===== src/design/prf_pkg.sv =====
package prf_pkg;

    // Trial division starts at the smallest prime and its square.
    localparam int unsigned FIRST_DIVISOR = 2;
    localparam int unsigned FIRST_SQUARE  = FIRST_DIVISOR * FIRST_DIVISOR;

endpackage


===== src/design/prime_reject_filter_top.sv =====
// Channel   Direction  Fields (lowest bit first)      Handshake
// s_axis    in         tdata: value, zero padding     tvalid / tready
// m_axis    out        tdata: kept_value, zero pad.   tvalid / tready
//
// An item whose magnitude is below two skips the search; otherwise its run time
// grows with k, the number of trial divisors examined; at 32 bits the worst case
// is a prime near 2^31 with about 46340 divisors. The bit-serial remainder unit
// sets the pace: one quotient bit per cycle, with all DATA_WIDTH dividend bits
// brought down for each divisor.
// i_rst_n is synchronous and active low; it clears the sequencer and the
// output valid flag. The input is refused while an item is being tested, and
// a waiting result is held in the output register while the next item is
// accepted; a stalled output only delays the end of the following item.
module prime_reject_filter_top #(
    parameter int DATA_WIDTH = 32
) (
    input  logic                                   i_clk,
    input  logic                                   i_rst_n,
    input  logic                                   s_axis_tvalid,
    output logic                                   s_axis_tready,
    // value in the low DATA_WIDTH bits, zeros above
    input  logic [((DATA_WIDTH + 7) / 8) * 8 - 1:0] s_axis_tdata,
    output logic                                   m_axis_tvalid,
    input  logic                                   m_axis_tready,
    // kept_value in the low DATA_WIDTH bits, zeros above
    output logic [((DATA_WIDTH + 7) / 8) * 8 - 1:0] m_axis_tdata
);

    import prf_pkg::*;

    localparam int TDATA_W = ((DATA_WIDTH + 7) / 8) * 8;
    // The divisor never exceeds the square root of 2^DATA_WIDTH plus one.
    localparam int D_W     = (DATA_WIDTH + 1) / 2 + 1;
    // Square of the divisor: one bit more than the magnitude.
    localparam int SQ_W    = DATA_WIDTH + 1;
    localparam int CNT_W   = $clog2(DATA_WIDTH);

    typedef enum logic [2:0] {
        S_IDLE,
        S_TEST,
        S_DIV,
        S_STEP,
        S_EMIT
    } t_state;

    t_state                  r_state;
    logic [DATA_WIDTH-1:0]   r_value;   // item as received
    logic [DATA_WIDTH-1:0]   r_mag;     // its magnitude, unsigned
    logic [DATA_WIDTH-1:0]   r_shift;   // dividend bits still to be brought down
    logic [D_W-1:0]          r_d;       // current trial divisor
    logic [SQ_W-1:0]         r_sq;      // square of the trial divisor
    logic [D_W-1:0]          r_rem;     // partial remainder, always below r_d
    logic [CNT_W-1:0]        r_cnt;     // dividend bits left minus one
    logic [DATA_WIDTH-1:0]   r_kept;
    logic                    r_out_valid;

    logic [DATA_WIDTH-1:0]   in_value;
    logic [DATA_WIDTH-1:0]   in_mag;
    logic [D_W:0]            trial;
    logic                    trial_ge;
    logic [D_W:0]            trial_diff;
    logic [SQ_W-1:0]         n_sq;
    logic                    out_free;

    assign in_value = s_axis_tdata[DATA_WIDTH-1:0];
    // The negation wraps the most negative value onto itself, which read as
    // unsigned is exactly its magnitude.
    assign in_mag   = in_value[DATA_WIDTH-1] ? (~in_value + 1'b1) : in_value;

    // The restoring step brings down one dividend bit and subtracts the
    // divisor when it fits.
    assign trial      = {r_rem, r_shift[DATA_WIDTH-1]};
    assign trial_ge   = (trial >= {1'b0, r_d});
    assign trial_diff = trial - {1'b0, r_d};

    // (d + 1)^2 = d^2 + 2d + 1
    assign n_sq = r_sq + SQ_W'({r_d, 1'b1});

    assign out_free = !r_out_valid || m_axis_tready;

    assign s_axis_tready = (r_state == S_IDLE);
    assign m_axis_tvalid = r_out_valid;
    assign m_axis_tdata  = TDATA_W'(r_kept);

    always_ff @(posedge i_clk) begin
        if (!i_rst_n) begin
            r_state     <= S_IDLE;
            r_out_valid <= 1'b0;
        end else begin
            // The emit state drives the flag itself.
            if (r_out_valid && m_axis_tready && (r_state != S_EMIT)) begin
                r_out_valid <= 1'b0;
            end
            unique case (r_state)
                S_IDLE: begin
                    if (s_axis_tvalid) begin
                        r_value <= in_value;
                        r_mag   <= in_mag;
                        r_d     <= D_W'(FIRST_DIVISOR);
                        r_sq    <= SQ_W'(FIRST_SQUARE);
                        // Zero and one are not prime and skip the search.
                        if (in_mag < DATA_WIDTH'(FIRST_DIVISOR)) begin
                            r_state <= S_EMIT;
                        end else begin
                            r_state <= S_TEST;
                        end
                    end
                end
                S_TEST: begin
                    if (r_sq > {1'b0, r_mag}) begin
                        // No divisor up to the square root: prime, dropped.
                        r_state <= S_IDLE;
                    end else begin
                        r_shift <= r_mag;
                        r_rem   <= '0;
                        r_cnt   <= CNT_W'(DATA_WIDTH - 1);
                        r_state <= S_DIV;
                    end
                end
                S_DIV: begin
                    r_rem   <= trial_ge ? trial_diff[D_W-1:0] : trial[D_W-1:0];
                    r_shift <= {r_shift[DATA_WIDTH-2:0], 1'b0};
                    r_cnt   <= r_cnt - 1'b1;
                    if (r_cnt == '0) begin
                        r_state <= S_STEP;
                    end
                end
                S_STEP: begin
                    if (r_rem == '0) begin
                        r_state <= S_EMIT;
                    end else begin
                        r_d     <= r_d + 1'b1;
                        r_sq    <= n_sq;
                        r_state <= S_TEST;
                    end
                end
                S_EMIT: begin
                    if (out_free) begin
                        r_kept      <= r_value;
                        r_out_valid <= 1'b1;
                        r_state     <= S_IDLE;
                    end
                end
                default: begin
                    r_state <= S_IDLE;
                end
            endcase
        end
    end

`ifndef NO_ASSERTIONS
    // The partial remainder must stay below the divisor throughout a division.
    a_rem_below_divisor: assert property (@(posedge i_clk) disable iff (!i_rst_n)
        (r_state == S_DIV) |-> (r_rem < r_d))
        else $error("partial remainder not below divisor");

    // The running square must track the divisor at every bound check.
    a_square_tracks: assert property (@(posedge i_clk) disable iff (!i_rst_n)
        (r_state == S_TEST) |->
            (r_sq == SQ_W'(SQ_W'(r_d) * SQ_W'(r_d))))
        else $error("running square out of step with divisor");

    // A divisor below two would make every magnitude look composite.
    a_divisor_min: assert property (@(posedge i_clk) disable iff (!i_rst_n)
        (r_state == S_DIV || r_state == S_STEP) |->
            (r_d >= D_W'(FIRST_DIVISOR)))
        else $error("trial divisor below two");

    // A result is only loaded from the emit state.
    a_emit_source: assert property (@(posedge i_clk) disable iff (!i_rst_n)
        (!r_out_valid ##1 r_out_valid) |-> ($past(r_state) == S_EMIT))
        else $error("result produced outside the emit state");
`endif

endmodule


===== config.mk =====
export PLATFORM = sky130hd
export DESIGN_NAME = prime_reject_filter_top
export DESIGN_NICKNAME = d
export VERILOG_FILES = /design/src/design/prf_pkg.sv /design/src/design/prime_reject_filter_top.sv
export SDC_FILE = /design/constraint.sdc
export NUM_CORES = 1
export LEC_CHECK = 0
export BUFFER_PORTS_ARGS = -buffer_cell sky130_fd_sc_hd__buf_2
export CAP_MARGIN = 20
export CORE_ASPECT_RATIO = 1.4
export CORE_UTILIZATION = 50
export CTS_BUF_LIST = sky130_fd_sc_hd__clkbuf_16
export DETAILED_ROUTE_END_ITERATION = 8
export PLACE_DENSITY = 0.68
export SKIP_LAST_GASP = 1
export SLEW_MARGIN = 20
export SYNTH_ARGS = -nofsm -noshare
export SYNTH_HDL_FRONTEND = slang
export SYNTH_SLANG_ARGS = --single-unit

===== constraint.sdc =====
create_clock -name i_clk -period 12.78 [get_ports i_clk]
set_clock_uncertainty 0.1 [all_clocks]
set_input_delay 1.917 -clock i_clk [delete_from_list [all_inputs] [get_ports i_clk]]
set_output_delay 1.917 -clock i_clk [all_outputs]
set_load 0.02 [all_outputs]

==> results.sh, run 1 <==
export IMPL_cts_sinks=203
export IMPL_status="finished clean"
export IMPL_die_h_um=177
export IMPL_globalRouteTotalUtil_pct=20.9
export IMPL_dieArea_um2=22400
export IMPL_postCtsSetupBuffers=0
export IMPL_die_w_um=127
export IMPL_drt_iter0_drc=310
export IMPL_worst_pin_slew_ps=817
export IMPL_critPathArrivalTime_ps=4440
export IMPL_crit_path_end_kind="register"
export IMPL_ys_async_sr_fraction_pct=0
export IMPL_cts_tree="done"
export IMPL_drive_gt1_share_pct=12.9
export IMPL_core_area_um2=21300
export IMPL_synth_distinct_cells=69
export IMPL_post_route_period_util_pct=32.9
export IMPL_reg2regPathDepth=10
export IMPL_h_tree_depth=1
export IMPL_postCtsResizedCells=0
export IMPL_critPathMaxFanout=7
export IMPL_cpMaxStageDelayCell="nor4_2"
export IMPL_slew_violations=0
export IMPL_dp_hpwl_um=16400
export IMPL_ios=70
export IMPL_slew_headroom_pct=45.0
export IMPL_detail_route_antenna_nets=0
export IMPL_antenna_cells=0
export IMPL_final_nets=1141
export IMPL_synth_top_flop_cell="edfxtp_1"
export IMPL_tns_ps=0
export IMPL_timing_rr_start="r_d[0]$_SDFFCE_PP0P_"
export IMPL_p_leak_nw=4.68
export IMPL_routabilityCongestion=0.875
export IMPL_ff2ff_setup_slack_ps=9000
export IMPL_power_total_w=0.00157
export IMPL_route_detailed_drc=0
export IMPL_synth_warnings=0
export IMPL_hold_class="register to register"
export IMPL_endpoint="r_state[0]$_SDFFE_PN0P_"
export IMPL_seq_area_frac_synth_pct=55.5
export IMPL_drv_cap=0
export IMPL_synthCells=959
export IMPL_finalSetupViolations=0
export IMPL_initial_core_util_pct=51.3
export IMPL_fin_crit_ps=4200
export IMPL_clock_path_buffers=3
export IMPL_grt_max_degree=73
export IMPL_synth_avg_cell_area_um2=11.4
export IMPL_rows=63
export IMPL_cp_required_ps=13020
export IMPL_cts_hold_buf=0
export IMPL_synth_net_count=1066
export IMPL_routed_via_count=7331
export IMPL_clkLatencyLatePin_ps=500
export IMPL_synthToLayoutAreaGrowth_pct=12.5
export IMPL_grt_pass1_vias=7354
export IMPL_grt_pass1_wl_um=37200
export IMPL_cpLargestDelayFamily="simple AND/OR/NAND/NOR gates"
export IMPL_rsz0062_at_grt="false"
export IMPL_syn_cell_area_um2=10900
export IMPL_holdWs_ps=319
export IMPL_grt_antenna_before_repair=0
export IMPL_path_cells="buf_2, nor4_2, nand4_1, o21ai_0, xor2_1, nor4b_1, and4_1, a41o_1, a31oi_1"
export IMPL_synth_edf_count=199
export IMPL_finalHoldViolCount=0
export IMPL_vdd_drop_max_uv=110
export IMPL_rr_endpoint="r_rem[11]$_SDFFCE_PN0P_"
export IMPL_overflow=0
export IMPL_critical_path_max_stage_delay_ps=580
export IMPL_clk_pin_slew_ps=60
export IMPL_power_per_cell_area_nw_per_um2=128
export IMPL_crit_type="primary input to register"
export IMPL_wirelength_um=22600
export IMPL_cts_buffers=21
export IMPL_critPathBufInv=1
export IMPL_critPathLaunchType="primary input"
export IMPL_dr_pass1_iters=4
export IMPL_cp_startpoint="s_axis_tdata[7]"
export IMPL_crit_cells=9
export IMPL_wire_per_inst_um=17.2
export IMPL_cts_root_buf="clkbuf_16"
export IMPL_vias_per_cell=5.60
export IMPL_io_buffers=69
export IMPL_clock_fmax_mhz=238
export IMPL_ys_ff_latch=203
[power breakdown]
part,switching (W),internal [W]
Clock,0.000254,0.000363
Sequential,0.0000154,0.000765
Combinational,0.000106,0.0000668
[stage by stage]
step / setup WS (ps) / cells / cell area [um2] / utilization (%)
5_1_grt: 8390 / 1309 / 12300 / 57.7
3_3_place_gp: 8180 / 1271 / 11600 / 54.4
6_report: 8580 / 1309 / 12300 / 57.7
2_1_floorplan: 5770 / 959 / 10900 / -
3_5_place_dp: 8130 / 1271 / 11600 / 54.4
4_1_cts: 8630 / 1309 / 12300 / 57.7
[registers in the layout (all words and copies together), names as in the netlist]
register	flops
m_axis_tdata	32
m_axis_tvalid	1
r_cnt	5
r_d	17
r_mag	31
r_rem	17
r_shift	32
r_sq	33
r_state	3
r_value	32
[worst min-delay path by stage]
stage	start	to	slack, ps	cells after the start
floorplan	r_value[10]$_DFFE_PP_	m_axis_tdata[10]$_DFFE_PP_	300	0
global placement	r_value[14]$_DFFE_PP_	m_axis_tdata[14]$_DFFE_PP_	300	0
detailed placement	r_value[23]$_DFFE_PP_	m_axis_tdata[23]$_DFFE_PP_	310	0
CTS	r_value[12]$_DFFE_PP_	m_axis_tdata[12]$_DFFE_PP_	320	0
global route	r_value[27]$_DFFE_PP_	m_axis_tdata[27]$_DFFE_PP_	330	0
finish	r_value[12]$_DFFE_PP_	m_axis_tdata[12]$_DFFE_PP_	320	0
[kinds of logic (layout without fill, tap and decap cells)]
family	after synthesis	after routing	share of synthesized area (%)
xor gates and xnor gates	85	85	6.82
DFF	203	203	55.5
and+or+nand+nor	299	299	14.0
muxes	8	8	0.733
buffers and inverters	100	190	3.45
adders and majority gates	71	71	8.27
AOI/OAI and AO/OA	193	193	11.3
[cell usage in the layout, fill, tap and decap left out, types with 7 or more instances in the layout]
cell,n
edfxtp_1,199
nor2_1,83
nand2_1,79
inv_1,78
ha_1,69
buf_2,69
o21ai_0,59
xnor2_1,56
a21oi_1,39
xor2_1,29
clkbuf_16,21
a21o_1,20
nand4_1,18
nand3_1,18
a211oi_1,12
or3_1,11
nor2b_1,11
nor4_1,10
nand2b_1,9
or2_2,8
mux2i_1,8
o31ai_1,7
nor3_1,7
o21a_1,7
and3_1,7
[cells in the mapped netlist (4+ instances only)]
cell type | number | share of area, %
a211oi_1 | 12 | 0.82
a21o_1 | 20 | 1.4
a21oi_1 | 39 | 1.8
a31oi_1 | 5 | 0.29
and2_1 | 5 | 0.29
and3_1 | 7 | 0.40
and4_1 | 4 | 0.32
clkbuf_1 | 21 | 0.72
dfxtp_1 | 4 | 0.73
edfxtp_1 | 199 | 55
ha_1 | 69 | 7.9
inv_1 | 77 | 2.6
mux2i_1 | 8 | 0.73
nand2_1 | 79 | 2.7
nand2b_1 | 9 | 0.52
nand3_1 | 18 | 0.82
nand4_1 | 18 | 1.0
nor2_1 | 83 | 2.9
nor2b_1 | 11 | 0.63
nor3_1 | 8 | 0.37
nor3b_1 | 5 | 0.34
nor4_1 | 10 | 0.57
o21a_1 | 7 | 0.48
o21ai_0 | 60 | 2.7
o22ai_1 | 5 | 0.29
o31ai_1 | 8 | 0.55
o41ai_1 | 6 | 0.48
or2_2 | 8 | 0.46
or3_1 | 11 | 0.63
xnor2_1 | 56 | 4.5
xor2_1 | 29 | 2.3
[area by class of cell]
cell class | count | area [um2]
sequential | 203 | 6060
fill | 1795 | 8990
clock inverter | 17 | 171
clock buffer | 21 | 526
tap | 260 | 325
timing repair buffer | 75 | 390
inverter | 77 | 289
multi-input combinational | 656 | 4530
[routing by layer]
metal / GRT usage, % / share of wire [%] / up-vias
met3: 3.11 / 3.7 / 44
met2: 37.6 / 51 / 144
met5: 0 / 0 / -
met1: 25.9 / 42 / 3469
li1: - / - / 3674
met4: 6.55 / 2.9 / 0
(Power assumes the default switching activity.)
==> inputs of run 2 (changes only) <==
Settings changed: ABC_AREA set to 1, PLACE_DENSITY 0.68 to 0.7.
Clock period 12.78 ns to 3.8 ns, I/O delays scaled along.
==> results.sh, run 2 <==
export IMPL_grt_pass1_wl_um=41900
export IMPL_synth_distinct_cells=50
export IMPL_synthCells=1233
export IMPL_ff2ff_setup_slack_ps=980
export IMPL_final_cell_mix="nand2_1, edfxtp_1, inv_1"
export IMPL_synth_warnings=0
export IMPL_synth_top_area_share_pct=51.9
export IMPL_ys_ff_latch=203
export IMPL_synth_top_flop_cell="edfxtp_1"
export IMPL_postCtsSetupBuffers=0
export IMPL_globalRouteTotalUtil_pct=22.7
export IMPL_power_per_cell_area_nw_per_um2=575
export IMPL_p_int_w=0.00483
export IMPL_detail_route_antenna_nets=0
export IMPL_critPathArrivalTime_ps=2900
export IMPL_synth_edf_count=199
export IMPL_critical_path_max_stage_delay_ps=480
export IMPL_fill_cells=1941
export IMPL_critPathMaxFanout=54
export IMPL_die_w_um=130
export IMPL_die_h_um=182
export IMPL_timing_rr_start="r_sq[20]$_SDFFCE_PP0P_"
export IMPL_vdd_drop_max_uv=386
export IMPL_path_cells="ha_1, nand2_1, nor2_1, a211oi_1, o221ai_1, a21oi_1, nand2_1, nand3b_1, nand2_1, nor2_4, buf_12"
export IMPL_final_nets=1416
export IMPL_cpLargestDelayFamily="simple AND/OR/NAND/NOR gates"
export IMPL_synthTopCellsByCount="nand2_1, edfxtp_1, inv_1"
export IMPL_synth_avg_cell_area_um2=9.33
export IMPL_antenna_cells=0
export IMPL_p_sw_w=0.00259
export IMPL_endpoint="r_rem[15]$_SDFFCE_PN0P_"
export IMPL_p_leak_nw=5.22
export IMPL_rr_endpoint="r_rem[15]$_SDFFCE_PN0P_"
export IMPL_drv_cap=0
export IMPL_routabilityCongestion=0.917
export IMPL_critPathBufInv=1
export IMPL_dieArea_um2=23600
export IMPL_tns_ps=0
export IMPL_fin_crit_ps=2820
export IMPL_clock_fmax_mhz=354
export IMPL_crit_cells=11
export IMPL_synth_area_leaders="edfxtp_1, nand2_1, ha_1"
export IMPL_grt_pass1_vias=8720
export IMPL_hold_class="primary input to register"
export IMPL_reg2regPathDepth=11
export IMPL_slew_headroom_pct=46.0
export IMPL_post_route_period_util_pct=74.3
export IMPL_postCtsResizedCells=0
export IMPL_finalSetupViolations=0
export IMPL_drive_gt1_share_pct=11.9
export IMPL_wirelength_um=25700
export IMPL_wire_per_inst_um=15.9
export IMPL_largest_reg_flops=33
export IMPL_grt_max_degree=85
export IMPL_cts_hold_buf=0
export IMPL_dp_hpwl_um=19100
export IMPL_status="finished clean"
export IMPL_utilization_pct=57.3
export IMPL_vias_per_cell=5.42
export IMPL_h_tree_depth=1
export IMPL_drt_iter0_drc=456
export IMPL_synthToLayoutAreaGrowth_pct=12.1
export IMPL_finalHoldViolCount=0
export IMPL_dr_pass1_iters=5
export IMPL_rsz0062_at_grt="false"
export IMPL_pwr_share_seq_pct=43.0
export IMPL_clk_pin_slew_ps=70
export IMPL_ys_async_sr_fraction_pct=0
export IMPL_io_buffers=69
export IMPL_cts_tree="done"
export IMPL_core_area_um2=22500
export IMPL_critPathLaunchType="register"
export IMPL_initial_core_util_pct=51.1
export IMPL_crit_type="register to register"
export IMPL_synth_top_cell_by_area="edfxtp_1"
export IMPL_synth_net_count=1340
export IMPL_ios=70
export IMPL_crit_path_end_kind="register"
export IMPL_routed_via_count=8801
export IMPL_clock_path_buffers=3
export IMPL_power_frac_comb_pct=30.2
export IMPL_holdWs_ps=165
export IMPL_switching_share_pct=34.9
export IMPL_cts_root_buf="clkbuf_16"
export IMPL_cp_required_ps=3870
export IMPL_route_detailed_drc=0
export IMPL_p_clk_share_pct=26.9
export IMPL_cts_buffers=20
export IMPL_rows=65
export IMPL_overflow=0
export IMPL_cp_common_cell="nand2_1"
export IMPL_grt_antenna_before_repair=0
export IMPL_regMostFlops="r_sq"
export IMPL_cp_startpoint="r_sq[20]$_SDFFCE_PP0P_"
export IMPL_syn_cell_area_um2=11500
export IMPL_cts_sinks=203
export IMPL_clkLatencyLatePin_ps=500
export IMPL_final_common_cell="nand2_1"
export IMPL_cpMaxStageDelayCell="edfxtp_1"
export IMPL_worst_pin_slew_ps=811
export IMPL_slew_violations=0
export IMPL_power_total_w=0.00742
export IMPL_seq_area_frac_synth_pct=52.6
export IMPL_yosys_cell_count_top_type="nand2_1"
-- run 2: cell types whose count changed in the layout (fill, tap and decap cells not counted), moves of 10 or more --
cell,change
nand2_1,+158
inv_1,+75
a21oi_1,+63
xnor2_1,-48
nand3_1,+37
nor2_1,+35
o21ai_0,+32
a21o_1,-15
nor3_1,+12
nor2b_1,-11
xor2_1,-11
nand2_2,+10
nor2_2,+10
or3_1,-10
-- run 2: cell families after synthesis --
logic type / after synthesis / synth area share, %
simple gates: 508 / 19.6
compound gates: 247 / 12.1
flops: 203 / 52.6
buf+inv: 178 / 5.91
fa+ha+maj: 71 / 7.85
xor+xnor: 26 / 1.98
-- run 2: cell type report --
type,instances,area [um2],area share (%)
Multi-Input combinational cell,852,4820,37.3
Clock buffer,21,526,4.07
Tap cell,301,377,2.92
Clock inverter,15,134,1.04
Timing Repair Buffer,76,410,3.18
Inverter,156,586,4.54
Sequential cell,203,6060,46.9
-- run 2: how the worst min path moves through the flow --
stage                     slack, ps                         end                  start  cells after the start
after global placement          300  m_axis_tdata[25]$_DFFE_PP_  r_value[25]$_DFFE_PP_                      0
after CTS                       150        r_value[0]$_DFFE_PP_        s_axis_tdata[0]                      1
final                           170        r_value[0]$_DFFE_PP_        s_axis_tdata[0]                      1
after global routing            150        r_value[0]$_DFFE_PP_        s_axis_tdata[0]                      1
after detailed placement        300   m_axis_tdata[4]$_DFFE_PP_   r_value[4]$_DFFE_PP_                      0
after floorplan                 300  m_axis_tdata[10]$_DFFE_PP_  r_value[10]$_DFFE_PP_                      0
-- run 2: per-layer routing --
layer	vias up	wire [um]	GRT usage, %
met5	-	0	0
met4	0	912	9.40
met3	57	968	2.62
met2	208	13700	42.1
met1	4117	10200	25.8
li1	4419	-	-
-- run 2: power groups by stage --
| stage | Clock [W] | Combinational, W | Sequential, W |
|---|---|---|---|
| floorplan | 0 | 0.00167 | 0.00316 |
| global placement | 0 | 0.00218 | 0.00322 |
| detailed placement | 0 | 0.00222 | 0.00323 |
| CTS | 0.00204 | 0.00224 | 0.00319 |
| global route | 0.00209 | 0.00255 | 0.00322 |
| finish | 0.00199 | 0.00224 | 0.00319 |
-- run 2: through the flow --
step	instance area [um2]	setup slack (ps)	cells
global placement	12200	984	1588
floorplan	11500	85.3	1233
global route	12900	860	1624
finish	12900	976	1624
detailed placement	12200	965	1588
CTS	12900	1050	1624
